===== config.mk =====
export PLATFORM = sky130hd
export DESIGN_NAME = png_chunk_stream_validator_unit
export DESIGN_NICKNAME = d
export VERILOG_FILES = /design/src/hw/rtl/pcsv_pkg.sv /design/src/hw/rtl/png_chunk_stream_validator_unit.sv
export SDC_FILE = /design/constraint.sdc
export NUM_CORES = 1
export LEC_CHECK = 0
export BUFFER_PORTS_ARGS = -buffer_cell sky130_fd_sc_hd__buf_4
export CAP_MARGIN = 10
export CORE_ASPECT_RATIO = 1.1
export CORE_MARGIN = 1.5
export CORE_UTILIZATION = 50
export CTS_BUF_LIST = sky130_fd_sc_hd__clkbuf_4
export CTS_CLUSTER_DIAMETER = 80
export DETAILED_ROUTE_END_ITERATION = 6
export PLACE_DENSITY = 0.74
export SLEW_MARGIN = 15
export SYNTH_ARGS = -nofsm -noshare
export SYNTH_HDL_FRONTEND = slang
export SYNTH_SLANG_ARGS = --single-unit
export TNS_END_PERCENT = 100

===== constraint.sdc =====
create_clock -name i_clk -period 14.4 [get_ports i_clk]
set_input_delay 1.44 -clock i_clk [delete_from_list [all_inputs] [get_ports i_clk]]
set_output_delay 1.44 -clock i_clk [all_outputs]
set_load 0.1 [all_outputs]

===== src/hw/rtl/pcsv_pkg.sv =====
// shared types, constants, signature byte and crc functions for the png chunk stream validator
package pcsv_pkg;

    typedef logic [2:0] t_status;

    localparam t_status ST_OK       = 3'd0;
    localparam t_status ST_BAD_SIG  = 3'd1;
    localparam t_status ST_TRUNC    = 3'd2;
    localparam t_status ST_CRC_ERR  = 3'd3;
    localparam t_status ST_MISSING  = 3'd4;

    localparam logic [31:0] CRC_POLY  = 32'hEDB8_8320;
    localparam logic [31:0] CRC_INIT  = 32'hFFFF_FFFF;
    localparam logic [31:0] TYPE_IHDR = 32'h4948_4452;
    localparam logic [31:0] TYPE_IEND = 32'h4945_4E44;
    // an unfinished chunk with fewer than four data and crc bytes counts as trailing junk
    localparam logic [33:0] MIN_PART  = 34'd4;

    function automatic logic [7:0] sig_byte(input logic [2:0] idx);
        logic [7:0] b;
        case (idx)
            3'd0:    b = 8'h89;
            3'd1:    b = 8'h50;
            3'd2:    b = 8'h4E;
            3'd3:    b = 8'h47;
            3'd4:    b = 8'h0D;
            3'd5:    b = 8'h0A;
            3'd6:    b = 8'h1A;
            3'd7:    b = 8'h0A;
            default: b = 8'h00;
        endcase
        return b;
    endfunction

    // reflected crc-32, one byte, eight bit steps
    function automatic logic [31:0] crc_byte(input logic [31:0] crc_in, input logic [7:0] b);
        logic [31:0] c;
        c = crc_in ^ {24'd0, b};
        for (int k = 0; k < 8; k++) begin
            c = c[0] ? ((c >> 1) ^ CRC_POLY) : (c >> 1);
        end
        return c;
    endfunction

endpackage


===== src/hw/rtl/png_chunk_stream_validator_unit.sv =====
// png chunk stream validator: signature, chunk walk, crc-32 check and verdict
// datapath: a byte taken into the input register updates the parser state and, if it is
//   the last byte, loads the verdict into the result register that drives o_out_valid
// throughput: one byte per cycle while no last byte waits on a stalled result register,
//   set by the byte-wide crc-32 update and the 32-bit length counter in the single processing stage
// reset: synchronous, active low; clears the parser state and both valid flags
module png_chunk_stream_validator_unit
    import pcsv_pkg::*;
(
    input  logic       i_clk,
    input  logic       i_rst_n,
    input  logic       i_in_valid,
    input  logic [7:0] i_data_byte,
    input  logic       i_last_byte,
    output logic       o_in_stall,
    output logic       o_out_valid,
    output logic       o_is_png,
    output logic [2:0] o_status,
    input  logic       i_out_stall
);

    // parser phases
    localparam logic [2:0] PH_SIG  = 3'd0;
    localparam logic [2:0] PH_LEN  = 3'd1;
    localparam logic [2:0] PH_TYPE = 3'd2;
    localparam logic [2:0] PH_DATA = 3'd3;
    localparam logic [2:0] PH_CRC  = 3'd4;
    localparam logic [2:0] PH_DONE = 3'd5;

    // input register
    logic        r_in_valid;
    logic [7:0]  r_byte;
    logic        r_last;

    // parser state
    logic [2:0]  r_phase,   n_phase;
    logic [2:0]  r_sig_idx, n_sig_idx;
    logic [1:0]  r_fbi,     n_fbi;
    logic [31:0] r_len,     n_len;
    logic [31:0] r_rem,     n_rem;
    logic [31:0] r_type,    n_type;
    logic [31:0] r_crc,     n_crc;
    logic [31:0] r_stored,  n_stored;
    logic        r_seen_hdr, n_seen_hdr;
    logic        r_seen_end, n_seen_end;
    t_status     r_err,     n_err;

    // result register
    logic        r_out_valid;
    logic        r_is_png;
    t_status     r_status;

    logic        advance;
    logic        partial;
    t_status     verdict;
    logic [31:0] crc_next;

    // a plain byte always moves on; a last byte needs room in the result register
    assign advance    = r_in_valid && (!r_last || !r_out_valid || !i_out_stall);
    assign o_in_stall = r_in_valid && !advance;

    assign crc_next = crc_byte(r_crc, r_byte);

    always_comb begin
        n_phase    = r_phase;
        n_sig_idx  = r_sig_idx;
        n_fbi      = r_fbi;
        n_len      = r_len;
        n_rem      = r_rem;
        n_type     = r_type;
        n_crc      = r_crc;
        n_stored   = r_stored;
        n_seen_hdr = r_seen_hdr;
        n_seen_end = r_seen_end;
        n_err      = r_err;

        // consume one byte unless a failure is already latched
        if (r_err == ST_OK) begin
            case (r_phase)
                PH_SIG: begin
                    if (r_byte != sig_byte(r_sig_idx)) begin
                        n_err = ST_BAD_SIG;
                    end else if (r_sig_idx == 3'd7) begin
                        n_phase = PH_LEN;
                        n_fbi   = 2'd0;
                        n_len   = 32'd0;
                    end else begin
                        n_sig_idx = r_sig_idx + 3'd1;
                    end
                end
                PH_LEN: begin
                    n_len = {r_len[23:0], r_byte};
                    if (r_fbi == 2'd3) begin
                        n_phase = PH_TYPE;
                        n_fbi   = 2'd0;
                        n_type  = 32'd0;
                        n_crc   = CRC_INIT;
                    end else begin
                        n_fbi = r_fbi + 2'd1;
                    end
                end
                PH_TYPE: begin
                    n_type = {r_type[23:0], r_byte};
                    n_crc  = crc_next;
                    if (r_fbi == 2'd3) begin
                        n_fbi    = 2'd0;
                        n_rem    = r_len;
                        n_stored = 32'd0;
                        n_phase  = (r_len == 32'd0) ? PH_CRC : PH_DATA;
                    end else begin
                        n_fbi = r_fbi + 2'd1;
                    end
                end
                PH_DATA: begin
                    n_crc = crc_next;
                    n_rem = r_rem - 32'd1;
                    if (n_rem == 32'd0) begin
                        n_phase = PH_CRC;
                        n_fbi   = 2'd0;
                    end
                end
                PH_CRC: begin
                    n_stored = {r_stored[23:0], r_byte};
                    if (r_fbi == 2'd3) begin
                        // end of chunk: check crc, then note ihdr / iend
                        if (~r_crc != n_stored) begin
                            n_err = ST_CRC_ERR;
                        end else begin
                            if (r_type == TYPE_IHDR) begin
                                n_seen_hdr = 1'b1;
                            end
                            if (r_type == TYPE_IEND) begin
                                n_seen_end = 1'b1;
                                n_phase    = PH_DONE;
                            end else begin
                                n_phase = PH_LEN;
                                n_fbi   = 2'd0;
                                n_len   = 32'd0;
                            end
                        end
                    end else begin
                        n_fbi = r_fbi + 2'd1;
                    end
                end
                default: begin
                    // after iend: bytes are ignored
                end
            endcase
        end

        // four or more data and crc bytes of an unfinished chunk make a truncated file
        case (n_phase)
            PH_DATA: partial = (n_len - n_rem) >= MIN_PART[31:0];
            PH_CRC:  partial = ({2'd0, n_len} + {32'd0, n_fbi}) >= MIN_PART;
            default: partial = 1'b0;
        endcase

        if (n_err != ST_OK) begin
            verdict = n_err;
        end else if (n_phase == PH_SIG) begin
            verdict = ST_BAD_SIG;
        end else if (partial) begin
            verdict = ST_TRUNC;
        end else if (!n_seen_hdr || !n_seen_end) begin
            verdict = ST_MISSING;
        end else begin
            verdict = ST_OK;
        end

        // the last byte of a file sends the parser back to its reset state
        if (r_last) begin
            n_phase    = PH_SIG;
            n_sig_idx  = 3'd0;
            n_fbi      = 2'd0;
            n_len      = 32'd0;
            n_rem      = 32'd0;
            n_type     = 32'd0;
            n_crc      = CRC_INIT;
            n_stored   = 32'd0;
            n_seen_hdr = 1'b0;
            n_seen_end = 1'b0;
            n_err      = ST_OK;
        end
    end

    // input register: loads whenever the held request moves on or is empty
    always_ff @(posedge i_clk) begin
        if (!i_rst_n) begin
            r_in_valid <= 1'b0;
        end else if (!o_in_stall) begin
            r_in_valid <= i_in_valid;
        end
    end

    always_ff @(posedge i_clk) begin
        if (!o_in_stall) begin
            r_byte <= i_data_byte;
            r_last <= i_last_byte;
        end
    end

    // parser state
    always_ff @(posedge i_clk) begin
        if (!i_rst_n) begin
            r_phase    <= PH_SIG;
            r_sig_idx  <= 3'd0;
            r_fbi      <= 2'd0;
            r_len      <= 32'd0;
            r_rem      <= 32'd0;
            r_type     <= 32'd0;
            r_crc      <= CRC_INIT;
            r_stored   <= 32'd0;
            r_seen_hdr <= 1'b0;
            r_seen_end <= 1'b0;
            r_err      <= ST_OK;
        end else if (advance) begin
            r_phase    <= n_phase;
            r_sig_idx  <= n_sig_idx;
            r_fbi      <= n_fbi;
            r_len      <= n_len;
            r_rem      <= n_rem;
            r_type     <= n_type;
            r_crc      <= n_crc;
            r_stored   <= n_stored;
            r_seen_hdr <= n_seen_hdr;
            r_seen_end <= n_seen_end;
            r_err      <= n_err;
        end
    end

    // result register: holds the verdict until the far side takes it
    always_ff @(posedge i_clk) begin
        if (!i_rst_n) begin
            r_out_valid <= 1'b0;
        end else if (advance && r_last) begin
            r_out_valid <= 1'b1;
        end else if (!i_out_stall) begin
            r_out_valid <= 1'b0;
        end
    end

    always_ff @(posedge i_clk) begin
        if (advance && r_last) begin
            r_status <= verdict;
            r_is_png <= (verdict == ST_OK);
        end
    end

    assign o_out_valid = r_out_valid;
    assign o_is_png    = r_is_png;
    assign o_status    = r_status;

endmodule


==> metrics.txt <==
outcome finished, violations left; failing checks design-rule violations; final antenna-violating net count 0; Setup TNS 0 ns; Final Util 0.529; max_cap viols 0; syn_area_per_cell around 7.6 sq um; Int Pwr roughly 630 uW; Inst Count DP around 2,100; most common cell in the netlist nand2_1; # H-tree levels 4; synth cell count leaders nand2_1, dfxtp_1, o21ai_0; maximum clock path buffer count 2; core area ~27,000 sq um; final worst-path cycle share 0.548; Remaining Overflow, GRT 0; main flop type after synthesis dfxtp_1; area delta synth->final 3.85%; Post-CTS Setup Inserts 0; FP Rows 63; Post-Syn Instances 1,799; sequential power share 0.584; worst min-delay path class register to register; Final Skew 0.0280 ns; slowest CP cell xor2_1; EDFF count, synth 13; IO Count 19; Setup crit end kind register; met1 layer usage reported by global route 0.385; Initial Util 0.509; Fmax about 130 MHz; Max IR drop VDD 0.0802 mV; Tmin final between 7 and 8 ns; Slew Viols, Final 0; Sw Ratio 0.304; syn_nets ~1,900; crit-path cells xor2_1, ha_1, nand3_1, nor4_1, nand4_1, or3_1, a21o_4, a21boi_1, inv_1, ha_1, o211ai_1, a2111oi_0, o21ai_0, a21oi_1, xor2_1, or4_1, nor4b_1, o2111ai_1, o21ai_0, o31ai_1, a21o_1; Leak approximately 5.2 nW; final WL approximately 45 mm; Clock Sinks around 190; Synth area leader dfxtp_1; final hold vios 0; mapped cell area 13,700 sq um; Worst-Skew Late Latency roughly 0.63 ns; register clock-pin slew on the reported worst setup and hold paths between 0.15 and 0.2 ns; Relative slew margins 0.257; Worst Max-Slew Pin Slew 1.11 ns; largest net degree at the start of global routing 95; setup ws final roughly 6.5 ns; clock share of power 0.328; First DRT Iteration DRCs about 1,800; hold_buf cts 0; vias ~14,000; worst hold start r_type[29]; crit path from r_byte[5]; asr flop ratio synth 0; Post-CTS Resized 0; CP Launch Type register; combinational cell fraction of total power 0.089; GP Congestion 1.01; vias in the first global route ~13,000; IO buf count 18; Power Density approximately 64 nW/um^2; Synth area leaders dfxtp_1, nand2_1, xnor2_1; Die Ht approximately 180 um; worst-path maximum fanout 33; Worst EP required 14.80 ns; Seq cells post-synth 187; Layout Nets approximately 1,800; Crit path arrival time between 8 and 9 ns; busiest layer in global routing met2; initial antenna violation count 1; count of cell types in the netlist 85; CP max stage delay 0.67 ns; sequential fraction of the synthesis area 0.282; DPL Wire Length 31.9 mm; met2 usage 0.523; Die X between 150 and 200 um; Synth top area share 0.254; worst hold slack 0.479 ns; via/cell ratio 6.61; DRC viols 16; CTS root buffer clkbuf_4; Net Sw Power 277 uW; Layout Cells excl Fill around 2,100; Wirelength per Cell 21.4 um; first-pass GRT wire length between 70 and 80 mm; CTS tree yes; Overall Global Routing Usage 0.313; unrepaired setup endpoints after global routing false; pre-CTS WS about 6.8 ns; length of the first detailed-routing pass in iterations 7; critical path type register to register; die footprint roughly 28,000 sq um; Setup Viol. Count Final 0; r2r startpoint r_byte[5]; met3 Resource Use GR 0.0527; share of cells above drive strength 1 0.0664; CTS Buf Count 17; Yosys Warn Count 0
flip-flops by register name, indices dropped and copies added (netlist names), 8 cells and up, named ones only:
register and cells:
r_rem 32, r_stored 24, r_len 32, r_byte 8, r_type 32, r_crc 32
cell families (layout without fill, tap and decap cells):
group | after synthesis | after routing | synth area share
compound gates | 526 | 526 | 0.261
xor+xnor | 137 | 137 | 0.0879
fa+ha+maj | 47 | 47 | 0.0439
buf+inv | 190 | 122 | 0.0541
flops | 187 | 187 | 0.282
mux | 19 | 19 | 0.0140
other cells | 0 | 1 | 0
simple gates | 693 | 693 | 0.257
power groups by stage:
stage,logic [mW],registers [mW],clock network [mW]
3_5_place_dp,0.0787,0.542,0
4_1_cts,0.0791,0.531,0.302
5_1_grt,0.0864,0.532,0.320
6_report,0.0807,0.531,0.298
3_3_place_gp,0.0784,0.542,0
2_1_floorplan,0.0607,0.540,0
per-layer routing:
| layer | vias to the layer above | wire length [um] |
|---|---|---|
| li1 | 6374 | - |
| met1 | 6501 | 18000 |
| met2 | 764 | 20700 |
| met3 | 178 | 3750 |
| met4 | 0 | 2400 |
| met5 | - | 0 |
placed cells by master (no fill, tap or decap), types with 11 or more instances in the layout:
master,instances
a211oi_1,13
a21boi_0,60
a21o_1,17
a21oi_1,70
a22o_1,22
a22oi_1,62
a31oi_1,17
and2_1,47
and3_1,13
buf_4,38
clkbuf_4,17
dfxtp_1,174
edfxtp_1,13
ha_1,45
inv_1,50
mux2i_1,17
nand2_1,186
nand3_1,87
nand4_1,22
nor2_1,110
nor2b_1,51
nor3_1,66
nor4_1,24
nor4b_1,11
o211ai_1,12
o21ai_0,128
o22ai_1,17
or3_1,12
or4_1,11
xnor2_1,76
xor2_1,60
per-stage QoR:
stage	power, mW	cell area [sq um]
3_3_place_gp	0.620	14000
6_report	0.910	14300
5_1_grt	0.938	14300
3_5_place_dp	0.621	14000
2_1_floorplan	0.601	13700
4_1_cts	0.912	14200
path summary, 6_finish.rpt:
| path | to | cells after the start | slack [ns] |
|---|---|---|---|
| worst max-delay path | o_status[1] | 21 | 6.50 |
| worst min-delay path | r_type[29] | 2 | 0.48 |
| worst max register to register | o_status[1] | 21 | 6.50 |
| worst min register to register | r_type[29] | 2 | 0.48 |
area by class of cell:
type	instances	area, sq um
multi-input cells	1422	9170
inverters	51	191
well taps	357	447
clock inverters	15	148
flip-flops and latches	187	3870
repair buffers	39	300
fillers	2630	12700
clock buffers	17	128
diodes	1	2.50
critical path: cells and delay by family (launching register included):
| kind | cells | cell delay [ns] |
|---|---|---|
| xor gates and xnor gates | 2 | 0.78 |
| and+or+nand+nor | 6 | 2.26 |
| DFF | 1 | 0.59 |
| AOI/OAI and AO/OA | 10 | 3.27 |
| adders and majority gates | 2 | 0.67 |
| buffers and inverters | 1 | 0.11 |
(Power assumes the default switching activity.)
